===== src/hw/rtl/pse_pkg.sv =====
`default_nettype none

package pse_pkg;

  // Configuration register indexes
  typedef enum logic {
    CFG_MIN_LENGTH = 1'b0,
    CFG_BYTE_LIMIT = 1'b1
  } cfg_reg_e;

  localparam logic [4:0]  MIN_LENGTH_RST = 5'd4;
  localparam logic [31:0] BYTE_LIMIT_RST = 32'd10485760;

  localparam logic [7:0] CHAR_TAB = 8'h09;
  localparam logic [7:0] CHAR_NL  = 8'h0A;
  localparam logic [7:0] PRINT_LO = 8'h20;
  localparam logic [7:0] PRINT_HI = 8'h7E;

  // Truncation message
  localparam int MSG_LEN   = 34;
  localparam int MSG_IDX_W = 6;
  localparam logic [7:0] MSG_ROM [MSG_LEN] = '{
    8'h0A, "[", "T", "r", "u", "n", "c", "a", "t", "e", "d", " ", "-", " ",
    "S", "i", "z", "e", " ", "l", "i", "m", "i", "t", " ",
    "r", "e", "a", "c", "h", "e", "d", "]", 8'h0A
  };

  // Commands from the classifier to the emitter
  typedef enum logic [1:0] {
    CMD_BYTE    = 2'd0,  // one byte, last of its transaction
    CMD_RELEASE = 2'd1,  // replay held run, data holds the byte count
    CMD_NLMSG   = 2'd2   // newline followed by truncation message
  } cmd_op_e;

  typedef struct packed {
    cmd_op_e    op;
    logic [7:0] data;
  } cmd_t;

  // Emitter states
  typedef enum logic [1:0] {
    BK_IDLE    = 2'd0,
    BK_REL_RD  = 2'd1,
    BK_REL_OUT = 2'd2,
    BK_MSG     = 2'd3
  } back_state_e;

  // Saturating 32-bit add
  function automatic logic [31:0] sat_add(input logic [31:0] a, input logic [31:0] b);
    logic [32:0] sum;
    sum = {1'b0, a} + {1'b0, b};
    return sum[32] ? 32'hFFFF_FFFF : sum[31:0];
  endfunction

endpackage

`default_nettype wire


===== src/hw/rtl/pse_if.sv =====
`default_nettype none

// Raw byte channel
interface pse_in_if;
  logic       valid;
  logic       ready;
  logic [7:0] data_byte;
  logic       end_marker;

  modport source (output valid, output data_byte, output end_marker, input ready);
  modport sink   (input valid, input data_byte, input end_marker, output ready);
endinterface

// Extracted text channel
interface pse_out_if;
  logic       valid;
  logic       ready;
  logic [7:0] out_byte;
  logic       is_message;
  logic       last_of_burst;

  modport source (output valid, output out_byte, output is_message, output last_of_burst,
                  input ready);
  modport sink   (input valid, input out_byte, input is_message, input last_of_burst,
                  output ready);
endinterface

`default_nettype wire


===== src/hw/rtl/pse_ram.sv =====
`default_nettype none

module pse_ram #(
  parameter int WIDTH = 8,
  parameter int DEPTH = 16,
  localparam int AW = (DEPTH > 1) ? $clog2(DEPTH) : 1
) (
  input  wire logic             clk_i,
  input  wire logic             we_i,
  input  wire logic [AW-1:0]    waddr_i,
  input  wire logic [WIDTH-1:0] wdata_i,
  input  wire logic [AW-1:0]    raddr_i,
  output logic      [WIDTH-1:0] rdata_o
);

  logic [WIDTH-1:0] mem_q [DEPTH];
  logic [WIDTH-1:0] rdata_q;

  always_ff @(posedge clk_i) begin
    if (we_i) begin
      mem_q[waddr_i] <= wdata_i;
    end
    rdata_q <= mem_q[raddr_i];
  end

  assign rdata_o = rdata_q;

endmodule

`default_nettype wire


===== src/hw/rtl/pse_cmd_fifo.sv =====
`default_nettype none

module pse_cmd_fifo #(
  parameter int DEPTH = 4,
  localparam int PW = (DEPTH > 1) ? $clog2(DEPTH) : 1
) (
  input  wire logic          clk_i,
  input  wire logic          rst_ni,
  input  wire logic          push_i,
  input  pse_pkg::cmd_t      cmd_i,
  output logic               full_o,
  input  wire logic          pop_i,
  output logic               valid_o,
  output pse_pkg::cmd_t      cmd_o
);

  pse_pkg::cmd_t mem_q [DEPTH];
  logic [PW-1:0] wr_ptr_q, rd_ptr_q;
  logic [PW:0]   count_q;
  logic          do_push, do_pop;

  assign full_o  = (count_q == (PW+1)'(DEPTH));
  assign valid_o = (count_q != '0);
  assign do_push = push_i && !full_o;
  assign do_pop  = pop_i && valid_o;
  assign cmd_o   = mem_q[rd_ptr_q];

  // Pointers and fill level
  always_ff @(posedge clk_i or negedge rst_ni) begin
    if (!rst_ni) begin
      wr_ptr_q <= '0;
      rd_ptr_q <= '0;
      count_q  <= '0;
    end else begin
      if (do_push) begin
        wr_ptr_q <= (wr_ptr_q == PW'(DEPTH - 1)) ? '0 : wr_ptr_q + 1'b1;
      end
      if (do_pop) begin
        rd_ptr_q <= (rd_ptr_q == PW'(DEPTH - 1)) ? '0 : rd_ptr_q + 1'b1;
      end
      if (do_push && !do_pop) begin
        count_q <= count_q + 1'b1;
      end else if (do_pop && !do_push) begin
        count_q <= count_q - 1'b1;
      end
    end
  end

  // Storage
  always_ff @(posedge clk_i) begin
    if (do_push) begin
      mem_q[wr_ptr_q] <= cmd_i;
    end
  end

  a_no_overflow: assert property (@(posedge clk_i) disable iff (!rst_ni)
    push_i |-> !full_o)
    else $error("command pushed into full queue");

  a_count_range: assert property (@(posedge clk_i) disable iff (!rst_ni)
    count_q <= (PW+1)'(DEPTH))
    else $error("queue level beyond depth");

  a_no_underflow: assert property (@(posedge clk_i) disable iff (!rst_ni)
    pop_i |-> valid_o)
    else $error("pop from empty queue");

endmodule

`default_nettype wire


===== src/hw/rtl/pse_front.sv =====
`default_nettype none

module pse_front #(
  parameter int MAX_MIN_RUN = 16,
  localparam int CW = $clog2(MAX_MIN_RUN + 1),
  localparam int AW = (MAX_MIN_RUN > 1) ? $clog2(MAX_MIN_RUN) : 1
) (
  input  wire logic        clk_i,
  input  wire logic        rst_ni,
  pse_in_if.sink           in_ch,
  input  wire logic        cfg_we_i,
  input  wire logic        cfg_idx_i,
  input  wire logic [31:0] cfg_data_i,
  input  wire logic        fifo_full_i,
  output logic             push_o,
  output pse_pkg::cmd_t    cmd_o,
  input  wire logic        rel_done_i,
  output logic             ram_we_o,
  output logic [AW-1:0]    ram_waddr_o,
  output logic [7:0]       ram_wdata_o
);

  logic [4:0]    min_len_q;
  logic [31:0]   limit_q;
  logic [CW-1:0] run_count_q, run_count_d;
  logic          passing_q, passing_d;
  logic [31:0]   emitted_q, emitted_d;
  logic          stopped_q, stopped_d;
  logic          rel_pend_q, rel_pend_d;

  logic          accept, printable;
  logic [CW-1:0] eff_min, grown;
  logic [31:0]   emit_plus1, emit_plus_n;
  logic [7:0]    b;

  assign b         = in_ch.data_byte;
  assign in_ch.ready = !fifo_full_i && !rel_pend_q;
  assign accept    = in_ch.valid && in_ch.ready;
  assign printable = (b >= pse_pkg::PRINT_LO && b <= pse_pkg::PRINT_HI)
                     || b == pse_pkg::CHAR_TAB || b == pse_pkg::CHAR_NL;

  // Clamp minimum run length into 1..MAX_MIN_RUN
  always_comb begin
    if (min_len_q == '0) begin
      eff_min = CW'(1);
    end else if (32'(min_len_q) > 32'(MAX_MIN_RUN)) begin
      eff_min = CW'(MAX_MIN_RUN);
    end else begin
      eff_min = CW'(min_len_q);
    end
  end

  // Held run length after storing this byte (capped at buffer size)
  assign grown = (32'(run_count_q) < 32'(MAX_MIN_RUN)) ? run_count_q + 1'b1 : run_count_q;

  assign emit_plus1  = pse_pkg::sat_add(emitted_q, 32'd1);
  assign emit_plus_n = pse_pkg::sat_add(emitted_q, 32'(grown));

  assign ram_waddr_o = run_count_q[AW-1:0];
  assign ram_wdata_o = b;

  // Classification and run tracking
  always_comb begin
    run_count_d = run_count_q;
    passing_d   = passing_q;
    emitted_d   = emitted_q;
    stopped_d   = stopped_q;
    rel_pend_d  = rel_pend_q && !rel_done_i;
    push_o      = 1'b0;
    cmd_o.op    = pse_pkg::CMD_BYTE;
    cmd_o.data  = b;
    ram_we_o    = 1'b0;

    if (accept && !stopped_q) begin
      if (in_ch.end_marker) begin
        // flush: close a forwarded run with a newline
        if (passing_q) begin
          push_o     = 1'b1;
          cmd_o.data = pse_pkg::CHAR_NL;
          emitted_d  = emit_plus1;
        end
        run_count_d = '0;
        passing_d   = 1'b0;
      end else if (printable) begin
        if (passing_q) begin
          push_o    = 1'b1;
          emitted_d = emit_plus1;
        end else begin
          ram_we_o = (32'(run_count_q) < 32'(MAX_MIN_RUN));
          if (grown >= eff_min) begin
            push_o      = 1'b1;
            cmd_o.op    = pse_pkg::CMD_RELEASE;
            cmd_o.data  = 8'(grown);
            emitted_d   = emit_plus_n;
            run_count_d = '0;
            passing_d   = 1'b1;
            rel_pend_d  = 1'b1;
          end else begin
            run_count_d = grown;
          end
        end
      end else begin
        // terminator: newline, then limit check
        if (passing_q) begin
          push_o    = 1'b1;
          emitted_d = emit_plus1;
          if (emit_plus1 >= limit_q) begin
            cmd_o.op  = pse_pkg::CMD_NLMSG;
            stopped_d = 1'b1;
          end else begin
            cmd_o.data = pse_pkg::CHAR_NL;
          end
        end
        run_count_d = '0;
        passing_d   = 1'b0;
      end
    end
  end

  // State registers
  always_ff @(posedge clk_i or negedge rst_ni) begin
    if (!rst_ni) begin
      run_count_q <= '0;
      passing_q   <= 1'b0;
      emitted_q   <= '0;
      stopped_q   <= 1'b0;
      rel_pend_q  <= 1'b0;
    end else begin
      run_count_q <= run_count_d;
      passing_q   <= passing_d;
      emitted_q   <= emitted_d;
      stopped_q   <= stopped_d;
      rel_pend_q  <= rel_pend_d;
    end
  end

  // Configuration registers
  always_ff @(posedge clk_i or negedge rst_ni) begin
    if (!rst_ni) begin
      min_len_q <= pse_pkg::MIN_LENGTH_RST;
      limit_q   <= pse_pkg::BYTE_LIMIT_RST;
    end else if (cfg_we_i) begin
      case (pse_pkg::cfg_reg_e'(cfg_idx_i))
        pse_pkg::CFG_MIN_LENGTH: min_len_q <= cfg_data_i[4:0];
        pse_pkg::CFG_BYTE_LIMIT: limit_q   <= cfg_data_i;
        default: ;
      endcase
    end
  end

  a_stopped_sticks: assert property (@(posedge clk_i) disable iff (!rst_ni)
    stopped_q |=> stopped_q)
    else $error("stopped flag cleared without reset");

  a_passing_empty: assert property (@(posedge clk_i) disable iff (!rst_ni)
    passing_q |-> run_count_q == '0)
    else $error("bytes held while run is forwarded");

  a_no_write_in_release: assert property (@(posedge clk_i) disable iff (!rst_ni)
    rel_pend_q |-> !ram_we_o)
    else $error("held run overwritten during replay");

endmodule

`default_nettype wire


===== src/hw/rtl/pse_back.sv =====
`default_nettype none

module pse_back #(
  parameter int MAX_MIN_RUN = 16,
  localparam int CW = $clog2(MAX_MIN_RUN + 1),
  localparam int AW = (MAX_MIN_RUN > 1) ? $clog2(MAX_MIN_RUN) : 1
) (
  input  wire logic        clk_i,
  input  wire logic        rst_ni,
  input  wire logic        cmd_valid_i,
  input  pse_pkg::cmd_t    cmd_i,
  output logic             pop_o,
  output logic             rel_done_o,
  output logic [AW-1:0]    ram_raddr_o,
  input  wire logic [7:0]  ram_rdata_i,
  pse_out_if.source        out_ch
);

  pse_pkg::back_state_e state_q, state_d;
  logic [CW-1:0]                 idx_q, idx_d, cnt_q, cnt_d;
  logic [pse_pkg::MSG_IDX_W-1:0] msg_q, msg_d;

  logic       out_valid_q;
  logic [7:0] out_byte_q;
  logic       out_msg_q, out_last_q;

  logic       slot_free, load, ld_msg, ld_last;
  logic [7:0] ld_byte;

  assign slot_free   = !out_valid_q || out_ch.ready;
  assign ram_raddr_o = idx_q[AW-1:0];

  // Command sequencer
  always_comb begin
    state_d    = state_q;
    idx_d      = idx_q;
    cnt_d      = cnt_q;
    msg_d      = msg_q;
    pop_o      = 1'b0;
    rel_done_o = 1'b0;
    load       = 1'b0;
    ld_byte    = cmd_i.data;
    ld_msg     = 1'b0;
    ld_last    = 1'b0;

    case (state_q)
      pse_pkg::BK_IDLE: begin
        if (cmd_valid_i && slot_free) begin
          pop_o = 1'b1;
          case (cmd_i.op)
            pse_pkg::CMD_BYTE: begin
              load    = 1'b1;
              ld_last = 1'b1;
            end
            pse_pkg::CMD_RELEASE: begin
              idx_d   = '0;
              cnt_d   = CW'(cmd_i.data);
              state_d = pse_pkg::BK_REL_RD;
            end
            pse_pkg::CMD_NLMSG: begin
              load    = 1'b1;
              ld_byte = pse_pkg::CHAR_NL;
              msg_d   = '0;
              state_d = pse_pkg::BK_MSG;
            end
            default: ;
          endcase
        end
      end
      pse_pkg::BK_REL_RD: begin
        // address settles, data registered next cycle
        state_d = pse_pkg::BK_REL_OUT;
      end
      pse_pkg::BK_REL_OUT: begin
        if (slot_free) begin
          load    = 1'b1;
          ld_byte = ram_rdata_i;
          ld_last = (idx_q == CW'(cnt_q - 1'b1));
          if (ld_last) begin
            rel_done_o = 1'b1;
            state_d    = pse_pkg::BK_IDLE;
          end else begin
            idx_d   = idx_q + 1'b1;
            state_d = pse_pkg::BK_REL_RD;
          end
        end
      end
      pse_pkg::BK_MSG: begin
        if (slot_free) begin
          load    = 1'b1;
          ld_byte = pse_pkg::MSG_ROM[msg_q];
          ld_msg  = 1'b1;
          ld_last = (msg_q == pse_pkg::MSG_IDX_W'(pse_pkg::MSG_LEN - 1));
          if (ld_last) begin
            state_d = pse_pkg::BK_IDLE;
          end else begin
            msg_d = msg_q + 1'b1;
          end
        end
      end
      default: state_d = pse_pkg::BK_IDLE;
    endcase
  end

  always_ff @(posedge clk_i or negedge rst_ni) begin
    if (!rst_ni) begin
      state_q     <= pse_pkg::BK_IDLE;
      idx_q       <= '0;
      cnt_q       <= '0;
      msg_q       <= '0;
      out_valid_q <= 1'b0;
    end else begin
      state_q <= state_d;
      idx_q   <= idx_d;
      cnt_q   <= cnt_d;
      msg_q   <= msg_d;
      if (load) begin
        out_valid_q <= 1'b1;
      end else if (out_ch.ready) begin
        out_valid_q <= 1'b0;
      end
    end
  end

  // Output register payload
  always_ff @(posedge clk_i) begin
    if (load) begin
      out_byte_q <= ld_byte;
      out_msg_q  <= ld_msg;
      out_last_q <= ld_last;
    end
  end

  assign out_ch.valid         = out_valid_q;
  assign out_ch.out_byte      = out_byte_q;
  assign out_ch.is_message    = out_msg_q;
  assign out_ch.last_of_burst = out_last_q;

  a_done_in_replay: assert property (@(posedge clk_i) disable iff (!rst_ni)
    rel_done_o |-> state_q == pse_pkg::BK_REL_OUT)
    else $error("replay done outside replay");

  a_read_before_use: assert property (@(posedge clk_i) disable iff (!rst_ni)
    state_q == pse_pkg::BK_REL_OUT |->
      $past(state_q) == pse_pkg::BK_REL_RD || $past(state_q) == pse_pkg::BK_REL_OUT)
    else $error("held byte used without read cycle");

  a_load_has_room: assert property (@(posedge clk_i) disable iff (!rst_ni)
    load |-> slot_free)
    else $error("output register overwritten");

endmodule

`default_nettype wire


===== src/hw/rtl/printable_string_extractor_top.sv =====
`default_nettype none

// Channel   Dir  Payload                                  Transaction
// in_ch     in   data_byte[7:0], end_marker               valid && ready
// out_ch    out  out_byte[7:0], is_message, last_of_burst valid && ready
// cfg       in   cfg_idx_i, cfg_data_i[31:0]              cfg_we_i
//
// One raw byte per cycle when no replay is pending and the command queue is not full.
// A qualifying run is replayed from the held-byte RAM via read and output states per byte
// (registered RAM read); truncation message: one byte per cycle if out_ch ready, 35 results.
// in_ch.ready drops while a replay is queued or running, or while the command queue is full.
// Async active-low reset clears all control state; held bytes are not cleared.
// out_ch is registered; downstream stalls fill the command queue, then in_ch.ready drops.

module printable_string_extractor_top #(
  parameter int MAX_MIN_RUN = 16,
  parameter int CMD_DEPTH   = 4,
  localparam int AW = (MAX_MIN_RUN > 1) ? $clog2(MAX_MIN_RUN) : 1
) (
  input  wire logic        clk_i,
  input  wire logic        rst_ni,
  pse_in_if.sink           in_ch,
  pse_out_if.source        out_ch,
  input  wire logic        cfg_we_i,
  input  wire logic        cfg_idx_i,
  input  wire logic [31:0] cfg_data_i
);

  pse_pkg::cmd_t push_cmd, pop_cmd;
  logic          push, pop, fifo_full, fifo_valid, rel_done;
  logic          ram_we;
  logic [AW-1:0] ram_waddr, ram_raddr;
  logic [7:0]    ram_wdata, ram_rdata;

  // Classifier
  pse_front #(
    .MAX_MIN_RUN (MAX_MIN_RUN)
  ) u_front (
    .clk_i       (clk_i),
    .rst_ni      (rst_ni),
    .in_ch       (in_ch),
    .cfg_we_i    (cfg_we_i),
    .cfg_idx_i   (cfg_idx_i),
    .cfg_data_i  (cfg_data_i),
    .fifo_full_i (fifo_full),
    .push_o      (push),
    .cmd_o       (push_cmd),
    .rel_done_i  (rel_done),
    .ram_we_o    (ram_we),
    .ram_waddr_o (ram_waddr),
    .ram_wdata_o (ram_wdata)
  );

  // Held run bytes
  pse_ram #(
    .WIDTH (8),
    .DEPTH (MAX_MIN_RUN)
  ) u_held_ram (
    .clk_i   (clk_i),
    .we_i    (ram_we),
    .waddr_i (ram_waddr),
    .wdata_i (ram_wdata),
    .raddr_i (ram_raddr),
    .rdata_o (ram_rdata)
  );

  // Command queue
  pse_cmd_fifo #(
    .DEPTH (CMD_DEPTH)
  ) u_cmd_fifo (
    .clk_i   (clk_i),
    .rst_ni  (rst_ni),
    .push_i  (push),
    .cmd_i   (push_cmd),
    .full_o  (fifo_full),
    .pop_i   (pop),
    .valid_o (fifo_valid),
    .cmd_o   (pop_cmd)
  );

  // Emitter
  pse_back #(
    .MAX_MIN_RUN (MAX_MIN_RUN)
  ) u_back (
    .clk_i       (clk_i),
    .rst_ni      (rst_ni),
    .cmd_valid_i (fifo_valid),
    .cmd_i       (pop_cmd),
    .pop_o       (pop),
    .rel_done_o  (rel_done),
    .ram_raddr_o (ram_raddr),
    .ram_rdata_i (ram_rdata),
    .out_ch      (out_ch)
  );

endmodule

`default_nettype wire

===== src/flat_wrapper.sv =====
// flat-port wrapper written by rule: the top's interface ports become plain ports
module printable_string_extractor_top_flat 
#(
  parameter int MAX_MIN_RUN = 16,
  parameter int CMD_DEPTH   = 4,
  localparam int AW = (MAX_MIN_RUN > 1) ? $clog2(MAX_MIN_RUN) : 1
)
  (clk_i, rst_ni, cfg_we_i, cfg_idx_i, cfg_data_i, in_ch_valid, in_ch_data_byte, in_ch_end_marker, in_ch_ready, out_ch_valid, out_ch_out_byte, out_ch_is_message, out_ch_last_of_burst, out_ch_ready);
  pse_in_if in_ch_i ();
  pse_out_if out_ch_i ();
  input  wire logic clk_i;
  input  wire logic rst_ni;
  input  wire logic cfg_we_i;
  input  wire logic cfg_idx_i;
  input  wire logic [31:0] cfg_data_i;
  input wire logic [$bits(in_ch_i.valid)-1:0] in_ch_valid;
  input wire logic [$bits(in_ch_i.data_byte)-1:0] in_ch_data_byte;
  input wire logic [$bits(in_ch_i.end_marker)-1:0] in_ch_end_marker;
  output wire logic [$bits(in_ch_i.ready)-1:0] in_ch_ready;
  output wire logic [$bits(out_ch_i.valid)-1:0] out_ch_valid;
  output wire logic [$bits(out_ch_i.out_byte)-1:0] out_ch_out_byte;
  output wire logic [$bits(out_ch_i.is_message)-1:0] out_ch_is_message;
  output wire logic [$bits(out_ch_i.last_of_burst)-1:0] out_ch_last_of_burst;
  input wire logic [$bits(out_ch_i.ready)-1:0] out_ch_ready;
  assign in_ch_i.valid = in_ch_valid;
  assign in_ch_i.data_byte = in_ch_data_byte;
  assign in_ch_i.end_marker = in_ch_end_marker;
  assign in_ch_ready = in_ch_i.ready;
  assign out_ch_valid = out_ch_i.valid;
  assign out_ch_out_byte = out_ch_i.out_byte;
  assign out_ch_is_message = out_ch_i.is_message;
  assign out_ch_last_of_burst = out_ch_i.last_of_burst;
  assign out_ch_i.ready = out_ch_ready;
  printable_string_extractor_top #(.MAX_MIN_RUN(MAX_MIN_RUN), .CMD_DEPTH(CMD_DEPTH)) u_core (.clk_i(clk_i), .rst_ni(rst_ni), .in_ch(in_ch_i), .out_ch(out_ch_i), .cfg_we_i(cfg_we_i), .cfg_idx_i(cfg_idx_i), .cfg_data_i(cfg_data_i));
endmodule

===== config.mk =====
export PLATFORM = sky130hd
export DESIGN_NAME = printable_string_extractor_top_flat
export DESIGN_NICKNAME = d
export VERILOG_FILES = /design/src/hw/rtl/pse_pkg.sv /design/src/hw/rtl/pse_if.sv /design/src/hw/rtl/pse_ram.sv /design/src/hw/rtl/pse_cmd_fifo.sv /design/src/hw/rtl/pse_front.sv /design/src/hw/rtl/pse_back.sv /design/src/hw/rtl/printable_string_extractor_top.sv /design/src/flat_wrapper.sv
export SDC_FILE = /design/constraint.sdc
export NUM_CORES = 1
export LEC_CHECK = 0
export BUFFER_PORTS_ARGS = -buffer_cell sky130_fd_sc_hd__buf_4
export CAP_MARGIN = 20
export CORE_MARGIN = 5
export CORE_UTILIZATION = 33
export DETAILED_ROUTE_END_ITERATION = 12
export PLACE_DENSITY = 0.47
export SLEW_MARGIN = 20
export SYNTH_ARGS = -nofsm -noshare
export SYNTH_HDL_FRONTEND = slang
export SYNTH_SLANG_ARGS = --single-unit

===== constraint.sdc =====
create_clock -name clk_i -period 6.4 [get_ports clk_i]
set_input_delay 0 -clock clk_i [delete_from_list [all_inputs] [get_ports clk_i]]
set_output_delay 0 -clock clk_i [all_outputs]
set_load 0.01 [all_outputs]

== After elaboration in Yosys (flattened, before gate mapping) ==
Memories as Yosys holds them, arrays and structs flattened. A register that Yosys moved wholly into a read port is not among the register bits.
Index checks and enable logic that the tools add are counted.
Storage, ports and cells
  register bits: 113
  bits in writable memories: 168
  memory bits (read-only): 512
  input port bits: 47
  word-level logic and storage cells: 193
  memories kept: 3
Operators by class
  add/sub/neg operators: 10
  magnitude comparators: 7
  eq/ne operators: 23
  muxes and demuxes: 89
  bitwise logic cells: 4
  reduce and logical (&&, ||, !) cells: 39
Memory list
  (name not given): depth 64, width 8, read ports 1, clocked after Yosys merged registers in 0, wr ports 0, RTL line pse_back.sv:91  | ld_byte = pse_pkg::MSG_ROM[msg_q];
  u_core.u_held_ram.mem_q: depth 16, width 8, read ports 1, clocked after Yosys merged registers in 1, wr ports 1, RTL line pse_ram.sv:16  | logic [WIDTH-1:0] mem_q [DEPTH];
  u_core.u_cmd_fifo.mem_q: depth 4, width 10, read ports 1, clocked after Yosys merged registers in 0, wr ports 1, RTL line pse_cmd_fifo.sv:17  | pse_pkg::cmd_t mem_q [DEPTH];
Operators by type and width (number)
  32-bit 2-to-1 mux: 7
  8-bit 2-to-1 mux: 9
  5-bit 2-to-1 mux: 11
  1-bit 2-to-1 mux: 36
  32-bit by 1-bit adder with 33-bit output, second input constant: 1
  32-bit by 5-bit adder with 33-bit output: 1
  32-bit >= comparator: 1
  10-bit 2-to-1 mux: 3
  6-bit 2-to-1 mux: 4
  8-bit case mux with 3 select lines: 1
  5-bit AND reduction: 4
  9-bit 2-to-1 mux: 2
  8-bit by 4-bit == test with 1-bit output, second input constant: 2
  2-bit 2-to-1 mux: 8
  2-bit inequality test, second input constant: 6
  6-bit case mux with 2 select lines: 1
  5-bit by 1-bit adder with 5-bit output, second input constant: 2
  2-bit == test, second input constant: 5
  1-bit logical AND: 10
  5-bit case mux with 2 select lines: 1
  8-bit by 6-bit >= comparator with 1-bit output, second input constant: 1
  8-bit by 7-bit less-or-equal comparator with 1-bit output, second input constant: 1
  2-bit case mux with 4 select lines: 1
  2-bit AND reduction: 4
  other kinds (31): 50

== Depth between registers and ports, before layout ==
Gate-level depths: netlist (run 1).
  depth after elaboration: 14
  depth in mapped cells: 17
  mapped depth without buffers: 16

== Hierarchy ==
A second synthesis (run 1) with hierarchy kept.
Unflattened totals
  cells, all modules: 1259
  area, all modules: 15120.8 um^2
Modules (own cells, without submodules)
  pse_front: times used 1, cells an instance 703, area an instance 5954.5 um^2, seq. area each 1930.6 um^2
  pse_ram: times used 1, cells an instance 229, area an instance 5147.4 um^2, seq. area each 4003.8 um^2
  pse_back: times used 1, cells an instance 238, area an instance 2120.8 um^2, seq. area each 775.7 um^2
  pse_cmd_fifo: times used 1, cells an instance 89, area an instance 1898.1 um^2, seq. area each 1376.3 um^2

== Worst setup path before layout (run 1) ==
OpenSTA, ideal clock, no wires.
  path kind: register to register
  start: register u_core.u_front.emitted_q[13]
  end: memory u_core.u_cmd_fifo.mem_q[0][1] in the netlist's numbering, data pin
  arrival time: 3.556 ns
  required time: 6.122 ns
  setup slack: 2.566 ns
  stages on the path, launching flop included: 17
  buffers on the path: 5
  clock period less this slack: 3.834 ns
  cell sequence: dfrtp_1 > buf_2 > and2_1 > clkbuf_1 > and3_1 > nand4_1 > buf_2 > buf_1 > clkbuf_1 > nand2_1 > ha_1 > and4_1 > o31ai_1 > or4_1 > a31oi_1 > nor4_2 > or3b_1
RTL lines
  start, declared: RTL line pse_front.sv:27  | logic [31:0] emitted_q, emitted_d;
  start signal, assigned: RTL line pse_front.sv:131  | emitted_q <= emitted_d;
  end, declared: RTL line pse_cmd_fifo.sv:17

==> results.json, run 1 <==
{
  "status": "complete, no violations",
  "hold_depth": 3,
  "hold_viol": 0,
  "wl_per_cell_um": 21.2,
  "avgSynthCellArea_um2": 11.9,
  "slew_violations": 0,
  "crit_buf_inv": 0,
  "cp.arrival_ns": 5.40,
  "cap_violations": 0,
  "p_total_mw": 5.50,
  "grt_setup_unrepaired": "no",
  "die_h_um": 225,
  "regToRegEndpoint": "u_core.u_cmd_fifo.mem_q[1][4]",
  "period_minus_slack_ns": 5.12,
  "regArea_mm2": 0.00809,
  "track_usage": 0.166,
  "synthCells": 1283,
  "synth.net_count": 1394,
  "leakage_nw": 6.69,
  "path_delay_family": "simple AND/OR/NAND/NOR gates",
  "initial_core_util": 0.335,
  "gr-total-overflow": 0,
  "cp_max_fo": 11,
  "slew_headroom": 0.316,
  "cts_buffer_depth": 3,
  "antenna_found_initial": 0,
  "hold_start": "cfg_we_i",
  "vias": 10900,
  "setup-violations-final": 0,
  "crit_required_ns": 6.68,
  "end_kind": "flop",
  "async_reset_ff_frac": 0.356,
  "fillers": 4373,
  "period_share": 0.801,
  "synth_area_leaders": "edfxtp_1, dfrtp_1, mux4_2",
  "synthTopCellsByCount": "edfxtp_1, nand2_1, dfrtp_1",
  "viasPerCell": 5.48,
  "startpoint_type": "flop",
  "dieArea_mm2": 0.0507,
  "area_delta_synth_final_pct": 17.0,
  "synth.cell_area_mm2": 0.0153,
  "postCtsSetupBuffers": 0,
  "cts_tree": "built",
  "whs_endpoint": "u_core.u_front.min_len_q[3]",
  "yosys_warnings": 0,
  "route.detailed.drc": 0,
  "ir_worst_vdd_mv": 0.174,
  "min_path_type": "in2reg",
  "fp-row-count": 78,
  "path_common_cell": "ha_1",
  "use_met3": 0.0250,
  "fin_setup_tns_ns": 0,
  "multiInputGateArea_mm2": 0.00665,
  "path_cells": "ha_1 > nand3_1 > or4_1 > nor2_2 > or2_2 > ha_1 > nand4_1 > nor4_1 > o211ai_1 > a31oi_1 > nor4_2 > o32ai_1",
  "skew_ns": 0.0350,
  "grt_max_degree": 60,
  "root_buffer": "clkbuf_16",
  "synth_edf_count": 178,
  "gr-usage-met1": 0.234,
  "max_stage_delay_ns": 0.84,
  "chipWidth_um": 225,
  "critical_path.slowest_cell": "or4_1",
  "drt_iter0_markers": 778,
  "gp_congestion": 0.890,
  "cts_buffers": 34,
  "cts_sinks": 289,
  "final_core_util": 0.392,
  "layout_setup_ws_ns": 1.28,
  "finalNonFillerCells": 1988,
  "dp_hpwl_um": 28500,
  "io_buffers": 58,
  "yosysMostFrequentCell": "edfxtp_1",
  "grt_pass1_vias": 11000,
  "worstMarginPinSlew_ns": 1.03,
  "yosysTopAreaCellShare": 0.350,
  "synth_flop_cell": "edfxtp_1",
  "cts-resized-gates": 0,
  "cts_hold_buf": 48,
  "dp_slack_ns": 1.33,
  "ant_nets": 0,
  "antennaDiodeCount": 0,
  "core_area_mm2": 0.0456,
  "busiest_layer": "met2",
  "reg2reg_slack_ns": 1.28,
  "placed_cells": 1879,
  "crit_start": "u_core.u_front.emitted_q[1]",
  "use_met2": 0.262,
  "clk_pin_slew_worst_paths_ns": 0.07,
  "rr_worst_depth": 12,
  "htreeDepth": 2,
  "clock.fmax_mhz": 195,
  "yosysSeqAreaShare": 0.529,
  "crit_type": "reg2reg",
  "ys_ff_latch": 289,
  "num_io_pins": 59,
  "drt_pass1_iterations": 5,
  "yosysTopAreaCell": "edfxtp_1",
  "p_per_area_mw_per_mm2": 308,
  "r2r-start": "u_core.u_front.emitted_q[1]",
  "final_nets": 1474,
  "grt_pass1_wl_um": 66000,
  "synth_cell_types": 85,
  "totalWireLength_um": 42100,
  "drive_gt1_frac": 0.177,
  "clock_latency_ns": 0.57
}
-- where the power goes --
part,total [mW],internal [mW],switching [mW]
sequential,2.37,2.15,0.228
combinational,1.18,0.593,0.583
clock,1.95,1.14,0.814
total,5.50,3.88,1.63
-- area by class of cell --
cell class              count  share of cell area
inverters                  68              0.0143
clock inverters            16              0.0118
multi-input cells         850               0.372
repair buffers            120              0.0571
well taps                 600              0.0420
clock buffers              45              0.0505
flip-flops and latches    289               0.452
-- worst min-delay path: cells and delay by family --
family                 cells  cell delay [ns]
buffers and inverters      1             0.11
muxes                      1             0.24
and+or+nand+nor            1             0.20
-- placed cells by master (no fill, tap or decap), types with 11 or more instances in the layout --
| cell | n |
|---|---|
| nand2_1 | 105 |
| xor2_1 | 18 |
| and4_1 | 15 |
| edfxtp_1 | 178 |
| inv_1 | 66 |
| a31oi_1 | 21 |
| and3_1 | 13 |
| nand3_1 | 41 |
| mux4_2 | 50 |
| o21a_1 | 11 |
| dlygate4sd3_1 | 48 |
| o211ai_1 | 14 |
| buf_4 | 72 |
| o21ai_0 | 64 |
| nand4_1 | 26 |
| nor3_1 | 27 |
| clkbuf_16 | 34 |
| xnor2_1 | 24 |
| dfrtp_1 | 99 |
| ha_1 | 62 |
| nor2_1 | 63 |
| o31ai_1 | 14 |
| mux2_2 | 47 |
| a21oi_1 | 53 |
-- registers in the layout, indices dropped and copies added (netlist names), 3 cells and up --
name / count
u_core.u_front.emitted_q: 32
u_core.u_back.out_ch.out_byte: 8
u_core.u_cmd_fifo.mem_q: 40
u_core.u_held_ram.mem_q: 128
u_core.u_front.run_count_q: 5
u_core.u_back.idx_q: 5
u_core.u_held_ram.rdata_o: 8
u_core.u_back.msg_q: 6
u_core.u_front.min_len_q: 5
u_core.u_cmd_fifo.count_q: 3
u_core.u_back.cnt_q: 5
u_core.u_front.limit_q: 32
-- kinds of logic (layout without fill, tap and decap cells) --
| logic type | Yosys count | after routing | synth area share |
|---|---|---|---|
| XOR/XNOR | 42 | 42 | 0.0241 |
| buffers and inverters | 144 | 249 | 0.0369 |
| flip-flops | 289 | 289 | 0.529 |
| AND/OR/NAND/NOR | 363 | 363 | 0.123 |
| multiplexers | 101 | 101 | 0.111 |
| AO/OA/AOI/OAI | 280 | 280 | 0.123 |
| adder cells (fa/ha/maj) | 64 | 64 | 0.0534 |
-- routing by layer --
layer	vias up	routed length, um
li1	5056	-
met1	5457	19200
met2	303	19500
met3	79	2100
met4	0	1330
met5	-	0
-- how the worst max path moves through the flow --
stage / cells after the start / endpoint / slack (ns)
final: 12 / u_core.u_cmd_fifo.mem_q[1][4] / 1.28
after global routing: 12 / u_core.u_cmd_fifo.mem_q[1][4] / 0.89
after CTS: 12 / u_core.u_cmd_fifo.mem_q[1][4] / 1.25
after detailed placement: 12 / u_core.u_cmd_fifo.mem_q[2][4] / 1.33
after global placement: 12 / u_core.u_cmd_fifo.mem_q[0][4] / 1.55
after floorplan: 16 / u_core.u_cmd_fifo.mem_q[0][1] / 2.57
-- through the flow --
step / hold WS, ns / area [um^2]
finish: 0.0393 / 17900
global route: 0.0605 / 17900
CTS: 0.0134 / 17900
detailed placement: 0.0609 / 16300
global placement: 0.0556 / 16300
floorplan: -0.296 / 15300
Note: power is estimated with default switching activity, not from simulation.
==> inputs of run 2 (changes only) <==
--- a/config.mk
+++ b/config.mk
@@ -5,12 +5,13 @@
 export SDC_FILE = /design/constraint.sdc
 export NUM_CORES = 1
 export LEC_CHECK = 0
+export ABC_AREA = 1
 export BUFFER_PORTS_ARGS = -buffer_cell sky130_fd_sc_hd__buf_4
 export CAP_MARGIN = 20
 export CORE_MARGIN = 5
 export CORE_UTILIZATION = 33
 export DETAILED_ROUTE_END_ITERATION = 12
-export PLACE_DENSITY = 0.47
+export PLACE_DENSITY = 0.49
 export SLEW_MARGIN = 20
 export SYNTH_ARGS = -nofsm -noshare
 export SYNTH_HDL_FRONTEND = slang
==> constraint.sdc (replaced) <==
create_clock -name clk_i -period 4.2 [get_ports clk_i]
set_input_delay 0 -clock clk_i [delete_from_list [all_inputs] [get_ports clk_i]]
set_output_delay 0 -clock clk_i [all_outputs]
set_load 0.01 [all_outputs]
==> run 2 against run 1 <==
Global-route usage up 0.60 points; total power increased by 61%; clock skew down 0.017 ns; worst hold slack improved by 0.0085 ns; via count up 20%; final cell count grew 32%; synthesized cell count increased by 45%; first-iteration DRC count is 1.0% higher; critical path type unchanged; highest routed layer is now met5.
==> results.json, run 2 <==
{
  "status": "complete, no violations",
  "startpoint_type": "flop",
  "period_minus_slack_ns": 3.84,
  "synth.cell_area_mm2": 0.0159,
  "crit_buf_inv": 1,
  "cts_tree": "built",
  "switchingPower_mw": 3.02,
  "yosysSeqAreaShare": 0.508,
  "async_reset_ff_frac": 0.356,
  "top_regs": "u_core.u_held_ram.mem_q x128, u_core.u_cmd_fifo.mem_q x40",
  "dp_hpwl_um": 31900,
  "finalNonFillerCells": 2630,
  "yosysTopAreaCellShare": 0.336,
  "worstMarginPinSlew_ns": 1.05,
  "hold_viol": 0,
  "viasPerCell": 4.96,
  "crit_required_ns": 4.47,
  "crit_type": "reg2reg",
  "hold_depth": 6,
  "drt_pass1_iterations": 5,
  "min_path_type": "in2reg",
  "vias": 13000,
  "area_delta_synth_final_pct": 18.3,
  "route.detailed.drc": 0,
  "p_per_area_mw_per_mm2": 471,
  "combinationalPowerShare": 0.258,
  "yosysTopAreaCell": "edfxtp_1",
  "synthTopCellsByCount": "nand2_1, nor2_1, inv_1",
  "yosysMostFrequentCell": "nand2_1",
  "initial_core_util": 0.333,
  "synthCells": 1863,
  "clk_pin_slew_worst_paths_ns": 0.06,
  "cts_sinks": 289,
  "drt_iter0_markers": 786,
  "ant_nets": 0,
  "largest_register_ffs": 128,
  "htreeDepth": 2,
  "totalWireLength_um": 45900,
  "final_nets": 2098,
  "slew_violations": 0,
  "cp.arrival_ns": 4.10,
  "fp-row-count": 80,
  "gr-total-overflow": 0,
  "leakage_nw": 8.21,
  "whs_endpoint": "u_core.u_back.out_ch.out_byte[2]",
  "grt_pass1_wl_um": 72300,
  "place_area_mm2": 0.0171,
  "largest-register": "u_core.u_held_ram.mem_q",
  "reg2reg_slack_ns": 0.36,
  "placed_cells": 2509,
  "final_common_cell": "nand2_1",
  "most-common-layout-cells": "nand2_1, nor2_1, inv_1",
  "num_io_pins": 59,
  "cts_buffer_depth": 3,
  "final_cell_area_mm2": 0.0188,
  "rr_worst_depth": 15,
  "switching_share": 0.341,
  "clock_latency_ns": 0.56,
  "ir_worst_vdd_mv": 0.294,
  "path_cells": "ha_1 > nand3_1 > inv_1 > nand3_2 > nor2_4 > nand2_2 > nand3_1 > ha_1 > a21oi_1 > o21a_1 > nand2_1 > a21oi_1 > nand3_1 > nand4_1 > o21ai_0",
  "track_usage": 0.172,
  "root_buffer": "clkbuf_16",
  "die_h_um": 230,
  "clock.fmax_mhz": 261,
  "fin_setup_tns_ns": 0,
  "grt_max_degree": 65,
  "grt_pass1_vias": 12800,
  "ys_ff_latch": 289,
  "synth.net_count": 1974,
  "gp_congestion": 0.916,
  "cts_buffers": 37,
  "io_buffers": 58,
  "max_stage_delay_ns": 0.48,
  "skew_ns": 0.0176,
  "antennaDiodeCount": 0,
  "wl_per_cell_um": 17.4,
  "hold_start": "out_ch_ready",
  "path_delay_family": "simple AND/OR/NAND/NOR gates",
  "chipWidth_um": 230,
  "yosys_warnings": 0,
  "synth_cell_types": 53,
  "end_kind": "flop",
  "setup-violations-final": 0,
  "avgSynthCellArea_um2": 8.54,
  "critical_path.slowest_cell": "dfrtp_1",
  "seqPwrFrac": 0.395,
  "regToRegEndpoint": "u_core.u_cmd_fifo.mem_q[3][2]",
  "dieArea_mm2": 0.0527,
  "r2r-start": "u_core.u_front.emitted_q[1]",
  "period_share": 0.913,
  "synth_edf_count": 178,
  "synth_area_leaders": "edfxtp_1, dfrtp_1, nand2_1",
  "synth_flop_cell": "edfxtp_1",
  "p_clk_frac": 0.347,
  "core_area_mm2": 0.0477,
  "power.internal_mw": 5.84,
  "cap_violations": 0,
  "postCtsSetupBuffers": 0,
  "antenna_found_initial": 1,
  "final_core_util": 0.394,
  "cp_max_fo": 16,
  "slew_headroom": 0.301,
  "grt_setup_unrepaired": "no",
  "drive_gt1_frac": 0.112,
  "path_common_cell": "nand3_1"
}
run 2: changes by cell type after synthesis, moves of 14 or more:
cell | before | now
nand2_1 | 105 | 481
nor2_1 | 63 | 197
inv_1 | 66 | 186
o21ai_0 | 64 | 182
nand3_1 | 41 | 104
mux4_2 | 50 | 0
mux2_2 | 47 | 0
a21oi_1 | 53 | 77
a31oi_1 | 21 | 2
o221ai_1 | 3 | 19
and4_1 | 15 | 0
xnor2_1 | 24 | 10
run 2: what timing repair did:
item | 4_1_cts | 5_1_grt
hold endpoints to repair | 285 | 5
gates resized for setup | 0 | 4
endpoints found under the setup margin | 0 | 12
hold buffers | 50 | 3
run 2: final cells by class:
cell class	instances	area (um^2)
fillers	4773	28900
flip-flops and latches	289	8090
multi-input cells	1310	6760
repair buffers	146	1240
clock buffers	47	993
well taps	615	769
inverters	203	762
clock inverters	20	196
run 2: worst reg2reg max path: cells and delay by family (launching register included):
| family | cells | cell delay [ns] |
|---|---|---|
| AOI/OAI and AO/OA | 4 | 0.74 |
| adders and majority gates | 2 | 0.54 |
| and+or+nand+nor | 8 | 1.63 |
| buffers and inverters | 1 | 0.17 |
| DFF | 1 | 0.48 |
run 2: cell families (layout without fill, tap and decap cells):
family,Yosys count,count (layout),share of synthesized area
AOI/OAI and AO/OA,342,342,0.120
DFF,289,289,0.508
and+or+nand+nor,881,881,0.240
xor gates and xnor gates,23,23,0.0127
buffers and inverters,264,416,0.0673
adders and majority gates,64,64,0.0513
run 2: power groups by stage:
| stage | logic, mW | registers (mW) | clock network (mW) |
|---|---|---|---|
| 2_1_floorplan | 1.54 | 3.46 | 0 |
| 3_3_place_gp | 2.24 | 3.56 | 0 |
| 3_5_place_dp | 2.26 | 3.56 | 0 |
| 4_1_cts | 2.31 | 3.51 | 3.16 |
| 5_1_grt | 2.58 | 3.53 | 3.29 |
| 6_report | 2.28 | 3.50 | 3.07 |
run 2: per-stage QoR:
stage | hold WS, ns | power, mW | setup slack [ns]
4_1_cts | 0.0201 | 8.98 | 0.186
6_report | 0.0479 | 8.86 | 0.364
3_3_place_gp | -0.0899 | 5.80 | 0.295
3_5_place_dp | -0.0915 | 5.82 | 0.202
2_1_floorplan | -0.296 | 5.00 | 0.957
5_1_grt | 0.0703 | 9.41 | 0.0612
run 2: worst max path at each step:
stage                                              from                       endpoint  depth (start not counted)  slack (ns)
after floorplan           u_core.u_front.run_count_q[0]   u_core.u_cmd_fifo.count_q[1]                         19        0.96
after global placement      u_core.u_front.emitted_q[1]  u_core.u_cmd_fifo.mem_q[3][6]                         17        0.29
after detailed placement    u_core.u_front.emitted_q[1]  u_core.u_cmd_fifo.mem_q[1][5]                         17        0.20
after CTS                   u_core.u_front.emitted_q[1]  u_core.u_cmd_fifo.mem_q[1][6]                         17        0.19
after global routing        u_core.u_front.emitted_q[1]  u_core.u_cmd_fifo.mem_q[3][0]                         18        0.06
final                       u_core.u_front.emitted_q[1]  u_core.u_cmd_fifo.mem_q[3][2]                         15        0.36
run 2: layer usage:
layer	global-route usage	up-vias	wire (um)
met5	0	-	11
met4	0.0522	2	1270
met3	0.0263	79	2000
met2	0.294	285	22200
met1	0.225	6180	20300
li1	-	6489	-
